[src/assert_macros.svh]
// Assertion macros shared by the modules that carry concurrent checks.
// No dependencies; include by bare file name.
`ifndef ASSERT_MACROS_SVH
`define ASSERT_MACROS_SVH

// Implication checked at every rising clock edge, disabled while reset is held.
`define ASSERT_IMPLIES(label, clk, rst_n, ante, cons, msg) \
    label: assert property (@(posedge clk) disable iff (!rst_n) (ante) |-> (cons)) \
        else $error(msg);

// Next-cycle implication, disabled while reset is held.
`define ASSERT_NEXT(label, clk, rst_n, ante, cons, msg) \
    label: assert property (@(posedge clk) disable iff (!rst_n) (ante) |=> (cons)) \
        else $error(msg);

`endif

[src/msd_pkg.sv]
// Shared constants, types and helper functions of the mean squared displacement block.
// No dependencies; every module refers to it by scoped names.
package msd_pkg;

    localparam int MAX_ATOMS  = 4096;
    localparam int COORD_BITS = 32;

    localparam int IDX_W   = 12;
    localparam int ADDR_W  = $clog2(MAX_ATOMS);
    localparam int POS_W   = 32;
    localparam int TS_W    = 48;
    localparam int CNT_W   = 13;
    localparam int FRAME_W = 16;
    localparam int SUM_W   = 64;
    localparam int SQ_W    = 47;
    localparam int MSD_W   = 47;
    localparam int TOT_W   = 48;
    localparam int DIFF_W  = 25;
    localparam int DIV_STEP_W = $clog2(SUM_W);

    localparam int IN_DATA_W  = 160;
    localparam int OUT_DATA_W = 256;

    localparam int CFG_IDX_W  = 2;
    localparam int CFG_DATA_W = 16;
    localparam logic [CFG_IDX_W-1:0] CFG_ATOM_COUNT  = CFG_IDX_W'(0);
    localparam logic [CFG_IDX_W-1:0] CFG_FRAME_LIMIT = CFG_IDX_W'(1);

    localparam int QUEUE_DEPTH = 4;
    localparam int QPTR_W      = $clog2(QUEUE_DEPTH);

    localparam logic signed [POS_W:0] SAT_HI = (POS_W+1)'(64'sd8388608);
    localparam logic signed [POS_W:0] SAT_LO = -SAT_HI;

    typedef struct packed {
        logic               first;
        logic               last;
        logic [FRAME_W-1:0] frame_number;
        logic [TS_W-1:0]    timestep;
        logic [CNT_W-1:0]   count;
    } t_tag;

    typedef struct packed {
        t_tag             tag;
        logic [IDX_W-1:0] atom_index;
        logic             in_range;
        logic [POS_W-1:0] pos_x;
        logic [POS_W-1:0] pos_y;
        logic [POS_W-1:0] pos_z;
    } t_item;

    typedef struct packed {
        logic full;
        logic empty;
    } t_q_status;

    typedef logic [2:0][SUM_W-1:0] t_sum3;

    typedef enum logic [1:0] {
        DIV_IDLE,
        DIV_RUN,
        DIV_DONE
    } t_div_state;

    // Sign-extends the coordinate from its used width to the full field width.
    function automatic logic [POS_W-1:0] coord_ext(input logic [POS_W-1:0] raw);
        return POS_W'(signed'(raw[COORD_BITS-1:0]));
    endfunction

    // Current minus reference, clamped to plus or minus two to the 23rd.
    function automatic logic [DIFF_W-1:0] sat_diff(input logic [POS_W-1:0] cur,
                                                   input logic [POS_W-1:0] refv);
        logic signed [POS_W:0] d;
        d = $signed({cur[POS_W-1], cur}) - $signed({refv[POS_W-1], refv});
        if (d > SAT_HI) begin
            return DIFF_W'(SAT_HI);
        end else if (d < SAT_LO) begin
            return DIFF_W'(SAT_LO);
        end
        return d[DIFF_W-1:0];
    endfunction

endpackage

[src/msd_queue.sv]
// Short item queue that decouples the front end from the arithmetic back end.
// Depends on msd_pkg for the item type and depth.
module msd_queue (
    input  logic               i_clk,
    input  logic               i_rst_n,
    input  logic               i_push,
    input  msd_pkg::t_item     i_item,
    input  logic               i_pop,
    output msd_pkg::t_item     o_item,
    output msd_pkg::t_q_status o_status
);

    msd_pkg::t_item                r_entries [msd_pkg::QUEUE_DEPTH];
    logic [msd_pkg::QPTR_W-1:0]    r_wr;
    logic [msd_pkg::QPTR_W-1:0]    r_rd;
    logic [msd_pkg::QPTR_W:0]      r_level;

    assign o_status.full  = r_level == (msd_pkg::QPTR_W+1)'(msd_pkg::QUEUE_DEPTH);
    assign o_status.empty = r_level == '0;
    assign o_item         = r_entries[r_rd];

    always_ff @(posedge i_clk) begin
        if (i_push) begin
            r_entries[r_wr] <= i_item;
        end
    end

    always_ff @(posedge i_clk) begin
        if (!i_rst_n) begin
            r_wr    <= '0;
            r_rd    <= '0;
            r_level <= '0;
        end else begin
            if (i_push) begin
                r_wr <= r_wr + msd_pkg::QPTR_W'(1);
            end
            if (i_pop) begin
                r_rd <= r_rd + msd_pkg::QPTR_W'(1);
            end
            if (i_push && !i_pop) begin
                r_level <= r_level + (msd_pkg::QPTR_W+1)'(1);
            end else if (i_pop && !i_push) begin
                r_level <= r_level - (msd_pkg::QPTR_W+1)'(1);
            end
        end
    end

endmodule

[config.mk]
export PLATFORM = sky130hd
export DESIGN_NAME = msd_queue
export DESIGN_NICKNAME = d
export VERILOG_FILES = /design/src/assert_macros.svh /design/src/msd_pkg.sv /design/src/msd_queue.sv
export SDC_FILE = /design/constraint.sdc
export NUM_CORES = 1
export LEC_CHECK = 0
export BUFFER_PORTS_ARGS = -buffer_cell sky130_fd_sc_hd__buf_2
export CAP_MARGIN = 5
export CORE_ASPECT_RATIO = 2
export CORE_MARGIN = 3
export CORE_UTILIZATION = 44
export DETAILED_ROUTE_END_ITERATION = 10
export PLACE_DENSITY_LB_ADDON = 0.2
export SETUP_SLACK_MARGIN = 0.2
export SLEW_MARGIN = 20
export SYNTH_ARGS = -nofsm -noshare
export SYNTH_HDL_FRONTEND = slang
export SYNTH_SLANG_ARGS = --single-unit
export TNS_END_PERCENT = 100
[constraint.sdc]
create_clock -name i_clk -period 15.79 [get_ports i_clk]
set_input_delay 3.9475 -clock i_clk [delete_from_list [all_inputs] [get_ports i_clk]]
set_output_delay 3.9475 -clock i_clk [all_outputs]
set_load 0.01 [all_outputs]
Word level (Yosys, flattened, before mapping)
Memories as Yosys holds them, arrays and structs flattened. A register that Yosys moved wholly into a read port is not among the register bits. Cells that the tools add are included.

Bits in registers: 7. RAM bits: 752. Bits of input ports: 192. Word-level logic and storage cells: 21. Memories kept: 1.

Add/subtract/negate cells: 4. Eq/ne operators: 1. Mux-type cells: 6. Reduce and logical (&&, ||, !) cells: 6.

Memories: r_entries (words 4, bits a word 188, rd ports 1, clocked after Yosys merged registers in 1, write ports 1, line msd_queue.sv:13) `msd_pkg::t_item r_entries [msd_pkg::QUEUE_DEPTH];`.

Operators with widths (count): $mux W3 (2); $add A2 B1 Y2 const B (2); $mux W2 (2); $add A3 B1 Y3 const B (1); $eq A3 B3 Y1 const B (1); $logic_not A3 Y1 (1); $sub A3 B1 Y3 const B (1); $logic_and A1 B1 Y1 (2); $logic_not A1 Y1 (2); $mux W1 (2); $reduce_bool A2 Y1 (1).

Depth between registers and ports, before layout
Word-level depth: 4. Depth in mapped cells: 7.

Worst setup path after synthesis
Ideal clock, no wire load.

Path kind: input port to flip-flop. Start: input i_push. End: memory r_entries[0][0] in the netlist's numbering (enable). Arrival: 8.218 ns. Data required time: 15.220 ns. Setup slack: 7.002 ns. Stages: 1. Cell sequence: and2_1.

Word-level cells in the longest chain between the ends: 2.

RTL lines: from (decl) (line msd_queue.sv:6) `input logic i_push,`; $mux W1 (line msd_queue.sv:23) `if (i_push) begin`; $mux W1 (implied by the code) (line msd_queue.sv:24) `r_entries[r_wr] <= i_item;`; to (decl) (line msd_queue.sv:13).

Every way passes these cells.

==> impl_metrics.py <==
metrics = {
    "pwr": {
        "seq_power_share_pct": 53.2,
        "p_comb_share_pct": 9.4,
        "p_int_mw": 3.442,
        "power_mw": 4.415,
        "swShare_pct": 22.05,
        "leakage_nw": 10.84,
        "powerDensity_nw_per_um2": 135.5,
        "p_clk_share_pct": 37.3,
        "switchingPower_uw": 973.3,
        "ir_drop_uv": 105.8,
    },
    "setup_path": {
        "path_cells": "buf_4 -> buf_4 -> mux4_2 -> buf_2",
        "rrSetupSlack_ns": 12.61,
        "end_kind": "output port",
        "cp-start-kind": "flop",
        "crit_required_ns": 11.84,
        "reg2reg_depth": 5,
        "path_common_cell": "buf_4",
        "cpPeakStageDelay_ns": 0.82,
        "crit_path_top_delay_cell": "buf_4",
        "critical_path_arrival_ns": 3.44,
        "worstReg2RegStart": "r_wr[1]",
        "criticalPathCategory": "flop to output port",
        "path_max_fanout": 63,
        "timing.rr.end": "r_entries[1][145]",
    },
    "cells_and_area": {
        "area_growth_pct": 18.23,
        "final_cell_mix": "edfxtp_1, buf_2, mux4_2",
        "drive_above_1_share_pct": 46.18,
        "fill_cells": 4866,
        "final_common_cell": "edfxtp_1",
        "utilization_pct": 52.57,
        "nets": 1649,
    },
    "cts": {
        "root_buffer": "clkbuf_16",
        "clk_pin_slew_worst_paths_ns": 0.06,
        "clkSinkCount": 761,
        "clock_latency_ns": 0.59,
        "post_cts_resized": 0,
        "clockBufferDepth": 3,
        "postCtsSetupBuffers": 0,
        "hold_buffers": 0,
        "numCtsBuffers": 67,
        "cts_tree": "yes",
        "htreeDepth": 3,
    },
    "floorplan": {
        "die_h_um": 359.9,
        "ios": 382,
        "die_w_um": 183.0,
        "rows": 129,
        "coreArea_um2": 61980,
        "die_area_um2": 65850,
        "start_util_pct": 44.46,
    },
    "drt": {
        "drc": 0,
        "viasPerCell": 5.325,
        "vias": 12240,
        "drt_pass1_iterations": 4,
        "wire_per_inst_um": 24.72,
        "drtIter0Drc": 804,
        "wl_mm": 56.83,
        "final_antenna_net_count": 0,
    },
    "place": {
        "io_buffers": 381,
        "dpl_worst_slack_ns": 8.916,
        "routabilityCongestion": 0.7092,
        "place_hpwl_mm": 34.83,
    },
    "timing": {
        "fin_crit_ns": 7.384,
        "setup_viol": 0,
        "grt_setup_unrepaired": "no",
        "setup_slack_ns": 8.407,
        "fin_skew_ns": 0.01382,
        "hold_viol": 0,
        "setup_tns_ns": 0,
        "tightestPinTransition_ns": 1.040,
        "relSlewSlack_pct": 30.64,
        "slew_violations": 0,
        "period_share_pct": 46.76,
        "max_freq_ghz": 0.1354,
    },
    "global_routing": {
        "grt-ovfl-total": 0,
        "grt_antenna_before_repair": 19,
        "grt_pass1_vias": 13520,
        "grt_max_degree": 101,
        "grt_use_total_pct": 17.45,
        "grt_pass1_wl_mm": 86.23,
    },
    "synth": {
        "synth_seq_area_share_pct": 82.60,
        "yosysWarningCount": 0,
        "yosysUniqueCellTypes": 20,
        "synthCells": 1025,
        "synth_area_um2": 27560,
        "synth-seq-cells": 761,
        "syn_nets": 1223,
        "postSynthAreaPerCell_um2": 26.88,
    },
    "status": {
        "outcome": "finished clean",
    },
    "hold_path": {
        "hold_end": "r_level[2]",
        "hold_path_class": "flop to flop",
        "min_delay_path_depth": 2,
        "hp-start": "r_level[2]",
    },
    "flow_run": {
        "max-cap-violations": 0,
    },
}
-- metal layers --
metal	GRT usage, %	routed length (µm)
met4	5.458	1472
met5	0	126
met1	20.75	20670
met2	29.35	29290
met3	6.855	5281
-- cells by family after synthesis --
kind of cell	share of synthesized area, %
compound gates	0.04540
xor+xnor	0.1589
fa+ha+maj	0.2997
buf+inv	1.126
flops	82.60
mux	15.44
simple gates	0.3314
-- cell usage after synthesis --
| cell type | instances | area (µm²) |
|---|---|---|
| nor2b_1 | 2 | 12.51 |
| and2_1 | 9 | 56.30 |
| mux4_2 | 188 | 4234 |
| buf_2 | 20 | 100.1 |
| ha_1 | 5 | 62.56 |
| mux2i_1 | 2 | 20.02 |
| o21ai_0 | 1 | 5.000 |
| inv_1 | 4 | 15.01 |
| nand2_1 | 1 | 3.750 |
| fa_1 | 1 | 20.02 |
| nor3_1 | 1 | 5.000 |
| clkbuf_1 | 7 | 26.28 |
| xor2_1 | 3 | 26.28 |
| dfxtp_1 | 9 | 180.2 |
| nor3b_1 | 1 | 7.510 |
| edfxtp_1 | 752 | 22580 |
| xnor2_1 | 2 | 17.52 |
| buf_6 | 15 | 168.9 |
| or3_1 | 1 | 6.260 |
| a21boi_0 | 1 | 7.510 |
-- layout make-up --
class	count	area [µm²]	area share [%]
Timing Repair Buffer	399	2074	6.367
Antenna cell	8	20.02	0.06144
Sequential cell	761	22770	69.88
Tap cell	786	983.4	3.018
Inverter	4	15.01	0.04608
Multi-Input combinational cell	218	4494	13.79
Clock buffer	78	1782	5.469
Clock inverter	45	442.9	1.359
-- worst max-delay path: cells and delay by family, from the launching register on --
family | cells | cell delay, ns
buf+inv | 3 | 1.71
mux | 1 | 0.44
flops | 1 | 0.56
-- registers in the layout, summed over array words and instances, names as in the netlist, named ones only --
| name | flops |
|---|---|
| r_entries | 752 |
| r_wr | 2 |
| r_level | 3 |
| r_rd | 2 |
-- through the flow --
stage | area [µm²] | instances | hold slack (ns)
detailed placement | 30310 | 2167 | 0.5258
global route | 32560 | 2292 | 0.5983
finish | 32580 | 2299 | 0.5301
CTS | 32530 | 2290 | 0.5363
global placement | 30310 | 2167 | 0.4894
floorplan | 27560 | 1025 | 0.4724
-- power groups by stage --
stage / logic [mW] / clock network, mW / registers [mW]
after floorplan: 0.251 / 0 / 2.40
after global placement: 0.424 / 0 / 2.39
after detailed placement: 0.427 / 0 / 2.40
after CTS: 0.429 / 1.71 / 2.35
after global routing: 0.452 / 1.78 / 2.36
final: 0.417 / 1.65 / 2.35
-- how the worst max path moves through the flow --
stage / slack, ns / cells past startpoint / endpoint
final: 8.41 / 4 / o_item[152]
after global placement: 8.91 / 4 / o_item[152]
after CTS: 8.25 / 4 / o_item[68]
after global routing: 8.19 / 4 / o_item[93]
after detailed placement: 8.92 / 4 / r_entries[1][67]
after floorplan: 7.00 / 1 / r_entries[0][0]
Note: power is estimated with default switching activity, not from simulation.
