<file path="config.mk">
export PLATFORM = sky130hd
export DESIGN_NAME = msd_front
export DESIGN_NICKNAME = d
export VERILOG_FILES = /design/src/assert_macros.svh /design/src/msd_pkg.sv /design/src/msd_front.sv
export SDC_FILE = /design/constraint.sdc
export NUM_CORES = 1
export LEC_CHECK = 0
export ABC_AREA = 1
export ABC_CLOCK_PERIOD_IN_PS = 5700
export BUFFER_PORTS_ARGS = -buffer_cell sky130_fd_sc_hd__buf_2
export CAP_MARGIN = 20
export CORE_AREA = 5 5 147 149
export DETAILED_ROUTE_END_ITERATION = 16
export DIE_AREA = 0 0 152 154
export PLACE_DENSITY = 0.54
export SYNTH_ARGS = -nofsm -noshare
export SYNTH_HDL_FRONTEND = slang
export SYNTH_SLANG_ARGS = --single-unit
</file>
<file path="constraint.sdc">
create_clock -name i_clk -period 5.7 [get_ports i_clk]
set_input_delay 0 -clock i_clk [delete_from_list [all_inputs] [get_ports i_clk]]
set_output_delay 0 -clock i_clk [all_outputs]
set_load 0.02 [all_outputs]
</file>
<file path="src/assert_macros.svh">
// Assertion macros shared by the modules that carry concurrent checks.
// No dependencies; include by bare file name.
`ifndef ASSERT_MACROS_SVH
`define ASSERT_MACROS_SVH

// Implication checked at every rising clock edge, disabled while reset is held.
`define ASSERT_IMPLIES(label, clk, rst_n, ante, cons, msg) \
    label: assert property (@(posedge clk) disable iff (!rst_n) (ante) |-> (cons)) \
        else $error(msg);

// Next-cycle implication, disabled while reset is held.
`define ASSERT_NEXT(label, clk, rst_n, ante, cons, msg) \
    label: assert property (@(posedge clk) disable iff (!rst_n) (ante) |=> (cons)) \
        else $error(msg);

`endif

</file>
<file path="src/msd_pkg.sv">
// Shared constants, types and helper functions of the mean squared displacement block.
// No dependencies; every module refers to it by scoped names.
package msd_pkg;

    localparam int MAX_ATOMS  = 4096;
    localparam int COORD_BITS = 32;

    localparam int IDX_W   = 12;
    localparam int ADDR_W  = $clog2(MAX_ATOMS);
    localparam int POS_W   = 32;
    localparam int TS_W    = 48;
    localparam int CNT_W   = 13;
    localparam int FRAME_W = 16;
    localparam int SUM_W   = 64;
    localparam int SQ_W    = 47;
    localparam int MSD_W   = 47;
    localparam int TOT_W   = 48;
    localparam int DIFF_W  = 25;
    localparam int DIV_STEP_W = $clog2(SUM_W);

    localparam int IN_DATA_W  = 160;
    localparam int OUT_DATA_W = 256;

    localparam int CFG_IDX_W  = 2;
    localparam int CFG_DATA_W = 16;
    localparam logic [CFG_IDX_W-1:0] CFG_ATOM_COUNT  = CFG_IDX_W'(0);
    localparam logic [CFG_IDX_W-1:0] CFG_FRAME_LIMIT = CFG_IDX_W'(1);

    localparam int QUEUE_DEPTH = 4;
    localparam int QPTR_W      = $clog2(QUEUE_DEPTH);

    localparam logic signed [POS_W:0] SAT_HI = (POS_W+1)'(64'sd8388608);
    localparam logic signed [POS_W:0] SAT_LO = -SAT_HI;

    typedef struct packed {
        logic               first;
        logic               last;
        logic [FRAME_W-1:0] frame_number;
        logic [TS_W-1:0]    timestep;
        logic [CNT_W-1:0]   count;
    } t_tag;

    typedef struct packed {
        t_tag             tag;
        logic [IDX_W-1:0] atom_index;
        logic             in_range;
        logic [POS_W-1:0] pos_x;
        logic [POS_W-1:0] pos_y;
        logic [POS_W-1:0] pos_z;
    } t_item;

    typedef struct packed {
        logic full;
        logic empty;
    } t_q_status;

    typedef logic [2:0][SUM_W-1:0] t_sum3;

    typedef enum logic [1:0] {
        DIV_IDLE,
        DIV_RUN,
        DIV_DONE
    } t_div_state;

    // Sign-extends the coordinate from its used width to the full field width.
    function automatic logic [POS_W-1:0] coord_ext(input logic [POS_W-1:0] raw);
        return POS_W'(signed'(raw[COORD_BITS-1:0]));
    endfunction

    // Current minus reference, clamped to plus or minus two to the 23rd.
    function automatic logic [DIFF_W-1:0] sat_diff(input logic [POS_W-1:0] cur,
                                                   input logic [POS_W-1:0] refv);
        logic signed [POS_W:0] d;
        d = $signed({cur[POS_W-1], cur}) - $signed({refv[POS_W-1], refv});
        if (d > SAT_HI) begin
            return DIFF_W'(SAT_HI);
        end else if (d < SAT_LO) begin
            return DIFF_W'(SAT_LO);
        end
        return d[DIFF_W-1:0];
    endfunction

endpackage

</file>
<file path="src/msd_front.sv">
// Front end: accepts position items, counts atoms and frames, drops items past the limit.
// Depends on msd_pkg; feeds msd_queue.
module msd_front (
    input  logic                          i_clk,
    input  logic                          i_rst_n,
    input  logic                          s_axis_tvalid,
    output logic                          s_axis_tready,
    input  logic [msd_pkg::IN_DATA_W-1:0] s_axis_tdata,
    input  logic [msd_pkg::CNT_W-1:0]     i_atom_count,
    input  logic [msd_pkg::FRAME_W-1:0]   i_frame_limit,
    input  msd_pkg::t_q_status            i_q_status,
    output logic                          o_push,
    output msd_pkg::t_item                o_item
);

    logic [msd_pkg::CNT_W-1:0]   r_seen;
    logic [msd_pkg::CNT_W-1:0]   n_seen;
    logic [msd_pkg::FRAME_W-1:0] r_frames;
    logic [msd_pkg::FRAME_W-1:0] n_frames;
    logic [msd_pkg::CNT_W-1:0]   eff_count;
    logic [msd_pkg::CNT_W-1:0]   seen_inc;
    logic                        accept;
    logic                        ignore;
    logic                        last;
    logic [msd_pkg::IDX_W-1:0]   idx;

    assign s_axis_tready = !i_q_status.full;
    assign accept        = s_axis_tvalid && s_axis_tready;
    assign ignore        = r_frames >= i_frame_limit;
    assign seen_inc      = r_seen + msd_pkg::CNT_W'(1);
    assign last          = seen_inc >= eff_count;
    assign o_push        = accept && !ignore;
    assign idx           = s_axis_tdata[11:0];

    always_comb begin
        priority if (i_atom_count == '0) begin
            eff_count = msd_pkg::CNT_W'(1);
        end else if (i_atom_count > msd_pkg::CNT_W'(msd_pkg::MAX_ATOMS)) begin
            eff_count = msd_pkg::CNT_W'(msd_pkg::MAX_ATOMS);
        end else begin
            eff_count = i_atom_count;
        end
    end

    always_comb begin
        n_seen   = r_seen;
        n_frames = r_frames;
        if (o_push) begin
            if (last) begin
                n_seen   = '0;
                n_frames = r_frames + msd_pkg::FRAME_W'(1);
            end else begin
                n_seen = seen_inc;
            end
        end
    end

    always_comb begin
        o_item.tag.first        = r_frames == '0;
        o_item.tag.last         = last;
        o_item.tag.frame_number = r_frames + msd_pkg::FRAME_W'(1);
        o_item.tag.timestep     = s_axis_tdata[155:108];
        o_item.tag.count        = eff_count;
        o_item.atom_index       = idx;
        o_item.in_range         = {1'b0, idx} < (msd_pkg::IDX_W+1)'(msd_pkg::MAX_ATOMS);
        o_item.pos_x            = msd_pkg::coord_ext(s_axis_tdata[43:12]);
        o_item.pos_y            = msd_pkg::coord_ext(s_axis_tdata[75:44]);
        o_item.pos_z            = msd_pkg::coord_ext(s_axis_tdata[107:76]);
    end

    always_ff @(posedge i_clk) begin
        if (!i_rst_n) begin
            r_seen   <= '0;
            r_frames <= '0;
        end else begin
            r_seen   <= n_seen;
            r_frames <= n_frames;
        end
    end

endmodule

</file>
## After elaboration in Yosys (flattened, before gate mapping)

Index checks and enable logic that the tools add are counted.

- Bits in registers: 29
- Word-level logic and storage cells: 17
- Output and inout port bits: 190

- Order comparisons: 3
- Multiplexer cells: 3
- Reductions and logical operators: 7
- Add/sub/neg operators: 2

Operators with widths:

| kind | number |
|---|---|
| 13-bit 2-to-1 mux | 3 |
| 16-bit by 1-bit adder with 16-bit output (second input constant) | 1 |
| 16-bit >= comparator | 1 |
| 16-bit zero test | 1 |
| 13-bit by 1-bit adder with 13-bit output (second input constant) | 1 |
| 13-bit >= comparator | 1 |
| 13-bit > comparator (second input constant) | 1 |
| 13-bit zero test | 1 |
| 1-bit logical AND | 2 |
| 1-bit zero test | 2 |
| 2-bit AND reduction | 1 |

## Depth between registers and ports, before layout

- Word-level depth: 5
- Depth in mapped cells: 19

## Least setup slack after synthesis

Ideal clock, no wire load.

- Kind: register -> register
- From: register r_seen[0] (netlist name)
- To: register r_frames[11] (netlist name)
- Path buffers: 1
- Period minus slack after synthesis: 2463 ps
- Cell stages (with the launch flop): 17
- Library setup time: 113 ps
- Required time: 5587 ps
- Path slack: 3237 ps
- Arrival: 2350 ps
- Cells stage by stage: dfxtp_1 > ha_1 > nand2_1 > nor2_2 > nand4_1 > xor2_1 > inv_1 > ha_1 > nand2_1 > nor2_2 > and2_1 > nand2_1 > nand3_4 > nand3_4 > buf_2 > nor2_1 > nor2_1

- Longest elaborated chain between the ends: 3

RTL lines:

| element | line | text |
|---|---|---|
| start: declaration | msd_front.sv:16 | `logic [msd_pkg::CNT_W-1:0] r_seen;` |
| start signal: assignment | msd_front.sv:76 | `r_seen <= n_seen;` |
| 13-bit by 1-bit adder with 13-bit output | msd_front.sv:30 | `assign seen_inc = r_seen + msd_pkg::CNT_W'(1);` |
| 13-bit >= comparator | msd_front.sv:31 | `assign last = seen_inc >= eff_count;` |
| net last | msd_front.sv:24 | `logic last;` |
| 2-bit AND reduction (no line) | -- |  |
| end signal: assignment | msd_front.sv:77 | `r_frames <= n_frames;` |
| end: declaration | msd_front.sv:18 | `logic [msd_pkg::FRAME_W-1:0] r_frames;` |

The timed path passes the listed nets, and every way through them passes these cells.
A chain may end at the register's enable or synchronous reset.

## Worst setup path in the final report

- From: register r_seen[0] (netlist name)
- To: register r_seen[8] (netlist name)

- Longest elaborated chain between the ends: 3

RTL lines:

| element | line | text |
|---|---|---|
| 13-bit by 1-bit adder with 13-bit output (*) | msd_front.sv:30 |  |
| 13-bit >= comparator | msd_front.sv:31 |  |
| 13-bit 2-to-1 mux (*) | msd_front.sv:49 | `if (last) begin` |

Every way passes the cells marked *; elsewhere a longest branch is shown, timed or not.

==> summary.md <==
| Metric | Value |
|---|---|
| Status | `finished, final reports clean` |
| Antenna Violating Nets Remaining | `0` |
| HPWL after DPL | `7960 um` |
| Worst R2R Start | `r_seen[0]` |
| Initial Util | `0.193` |
| Post-CTS Setup Inserts | `0` |
| Dominant synthesized flop cell | `dfxtp_1` |
| Cell Area, Placed | `0.00330 mm^2` |
| Crit path max fanout | `33` |
| Met3 routed wirelength | `1010 um` |
| # diodes | `0` |
| Cell taking the most area after synthesis | `buf_4` |
| Minimum clock period | `3.14 ns` |
| Pin count of the biggest net entering global routing | `34` |
| Final Slew Violations | `0` |
| Worst-case reg-to-reg path depth | `14` |
| Peak supply drop | `0.0000851 V` |
| Crit path capture type | `flop` |
| Core Region | `0.0200 mm^2` |
| Die area | `0.0234 mm^2` |
| Synth-to-Final Area Change | `-10.8%` |
| Top Metal Used | `met4` |
| Post-synth ARST share | `0` |
| RR Endpoint | `r_seen[8]` |
| TritonCTS clock tree | `yes` |
| Max-cap violations | `0` |
| Syn. warnings | `0` |
| FILL cells | `2,392` |
| CP endpoint | `r_seen[8]` |
| Worst path required time | `5.86 ns` |
| Fin Clk Skew | `0.00714 ns` |
| WL final | `9520 um` |
| Number of H-tree levels | `2` |
| CTS max path bufs | `2` |
| Share of the synthesized area in the top cell type | `0.306` |
| Final Hold Vio Count | `0` |
| Post-cts resize count | `0` |
| Grt ovf | `0` |
| Synthesis-stage register bit count | `29` |
| Setup violations, final | `0` |
| Final period util | `0.552` |
| Post-CTS Hold Fix Bufs | `0` |
| Clock edge transition at the registers on the reported setup and hold paths | `0.05 ns` |
| Count of cell types in the netlist | `27` |
| Met1 Wirelength | `3880 um` |
| Drt wl/cell | `12.3 um` |
| Post-synth EDFFs | `0` |
| Clk sinks | `29` |
| Pwr Density | `191 mW/mm^2` |
| Seq/Total Area, Yosys | `0.150` |
| Layout net count | `726` |
| GPL Wtd Cong | `0.809` |
| Antenna violations before repair | `0` |
| Rows | `52` |
| RSZ-0062 raised after global routing | `no` |
| Crit start category | `flop` |
| Avg Inst Size Synth | `6.53 um^2` |
| DRC Markers | `0` |
| Metal2 WL | `4030 um` |
| Chip height | `154 um` |
| TritonCTS Buffers | `5` |
| Hold Crit Class | `primary input to primary output` |
| I/O pin cnt | `384` |
| Initial DRC Count | `136` |
| Via count | `2,829` |
| Vias in the first global route | `2,775` |
| Share of layout cells above drive strength 1 | `0.166` |
| Clk_lat worst skew | `0.28 ns` |
| Cell area after layout | `0.00346 mm^2` |
| Via-to-Cell Ratio | `3.67` |
| Worst path arrival time | `3.30 ns` |
| Synth area leaders | `buf_4 (31%), dfxtp_1 (15%), nand2_1 (12%)` |
| Crit path kind | `flop to flop` |
| Reg2reg setup slack | `2.56 ns` |
| Port bufs | `65` |
| Root buf cell | `clkbuf_16` |
| Tot GR Track Use | `0.0791` |
| Fmax | `318 MHz` |
| Commonest cells in the synthesized netlist | `buf_4 (158), nand2_1 (128), inv_1 (82)` |
| Setup TNS | `0 ns` |
| Die Wd | `152 um` |
| Most common cell in the synthesized netlist | `buf_4` |
| Drt pass-1 iters | `4` |
| Worst setup startpoint | `r_seen[0]` |
| Mapped cell area | `0.00387 mm^2` |
| First-pass GRT wire length | `14,800 um` |
| Cells after synthesis | `593` |
| Mapped Nets | `819` |
| Leakage | `0.00197 uW` |
-- cells in the final DEF, fill, tap and decap left out, drive strengths merged --
| cell type | synthesis | routed |
|---|---|---|
| nand2 | 131 | 131 |
| conb | 1 | 1 |
| nor2 | 67 | 67 |
| buf | 164 | 65 |
| dfxtp | 29 | 29 |
| nor4 | 5 | 5 |
| nand4 | 7 | 7 |
| o21ai | 9 | 9 |
| nand3 | 14 | 14 |
| xor2 | 19 | 19 |
| nand3b | 1 | 1 |
| inv | 82 | 82 |
| clkbuf | 1 | 7 |
| and2 | 1 | 1 |
| o21a | 1 | 1 |
| xnor2 | 3 | 3 |
| nor3 | 8 | 8 |
| a21oi | 18 | 18 |
| ha | 32 | 32 |
| clkinv | 0 | 1 |
-- critical path, cell delays in order, from the launching register on --
cell	delay (ns)
dfxtp_1	0.41
ha_1	0.21
nand2_1	0.09
nor2_2	0.22
nand4_1	0.13
xor2_1	0.23
inv_1	0.07
ha_1	0.29
nand2_1	0.09
nor3_1	0.16
nand3b_1	0.15
nand3_4	0.20
nand3_4	0.34
nand2_1	0.34
nor2_1	0.08
-- logic make-up after synthesis --
kind of cell / count (synthesis) / share of synthesized area
compound gates: 28 / 0.0388
xor+xnor: 22 / 0.0497
fa+ha+maj: 32 / 0.103
buf+inv: 247 / 0.399
flops: 29 / 0.150
other cells: 1 / 0.000968
simple gates: 234 / 0.258
-- area by class of cell --
cell class	count	area, um^2	area share
Clock inverter	1	5.00	0.00145
Clock buffer	7	153	0.0442
Timing Repair Buffer	65	325	0.0941
Sequential cell	29	581	0.168
Inverter	82	308	0.0891
Tap cell	270	338	0.0978
Multi-Input combinational cell	317	1750	0.505
-- power breakdown --
group / internal (uW) / switching [uW]
registers: 212 / 10.2
clock network: 185 / 94.5
logic: 56.4 / 104
-- state kept, by name, summed over array words and instances (netlist names) --
signal	flops
r_frames	16
r_seen	13
-- through the flow --
step / setup slack, ns / util / instances / total power (uW) / hold slack [ns]
after global routing: 2.22 / 0.172 / 771 / 705 / 0.0000264
after CTS: 2.49 / 0.172 / 771 / 677 / 0.000137
after detailed placement: 2.51 / 0.165 / 763 / 389 / 0.000137
after floorplan: 3.24 / - / 593 / 499 / 0.0843
final: 2.56 / 0.172 / 771 / 662 / 0.00000561
after global placement: 2.52 / 0.165 / 763 / 388 / 0.000137
-- layer usage --
layer,track usage,up-vias
met4,0.0527,0
met3,0.0402,76
li1,-,1464
met5,0.00207,-
met2,0.119,132
met1,0.0870,1157
-- worst min-delay path by stage --
| stage | from | endpoint | slack, ns | depth (start not counted) |
|---|---|---|---|---|
| after floorplan | i_q_status[1] | s_axis_tready | 0.08 | 1 |
| after CTS | s_axis_tdata[3] | o_item[100] | 0.0001 | 0 |
| after detailed placement | s_axis_tdata[3] | o_item[100] | 0.0001 | 0 |
| after global routing | s_axis_tdata[135] | o_item[149] | 0.00003 | 0 |
| after global placement | s_axis_tdata[3] | o_item[100] | 0.0001 | 0 |
| final | s_axis_tdata[143] | o_item[157] | 0.000006 | 0 |
No activity file was read; power rests on OpenSTA's default activity.
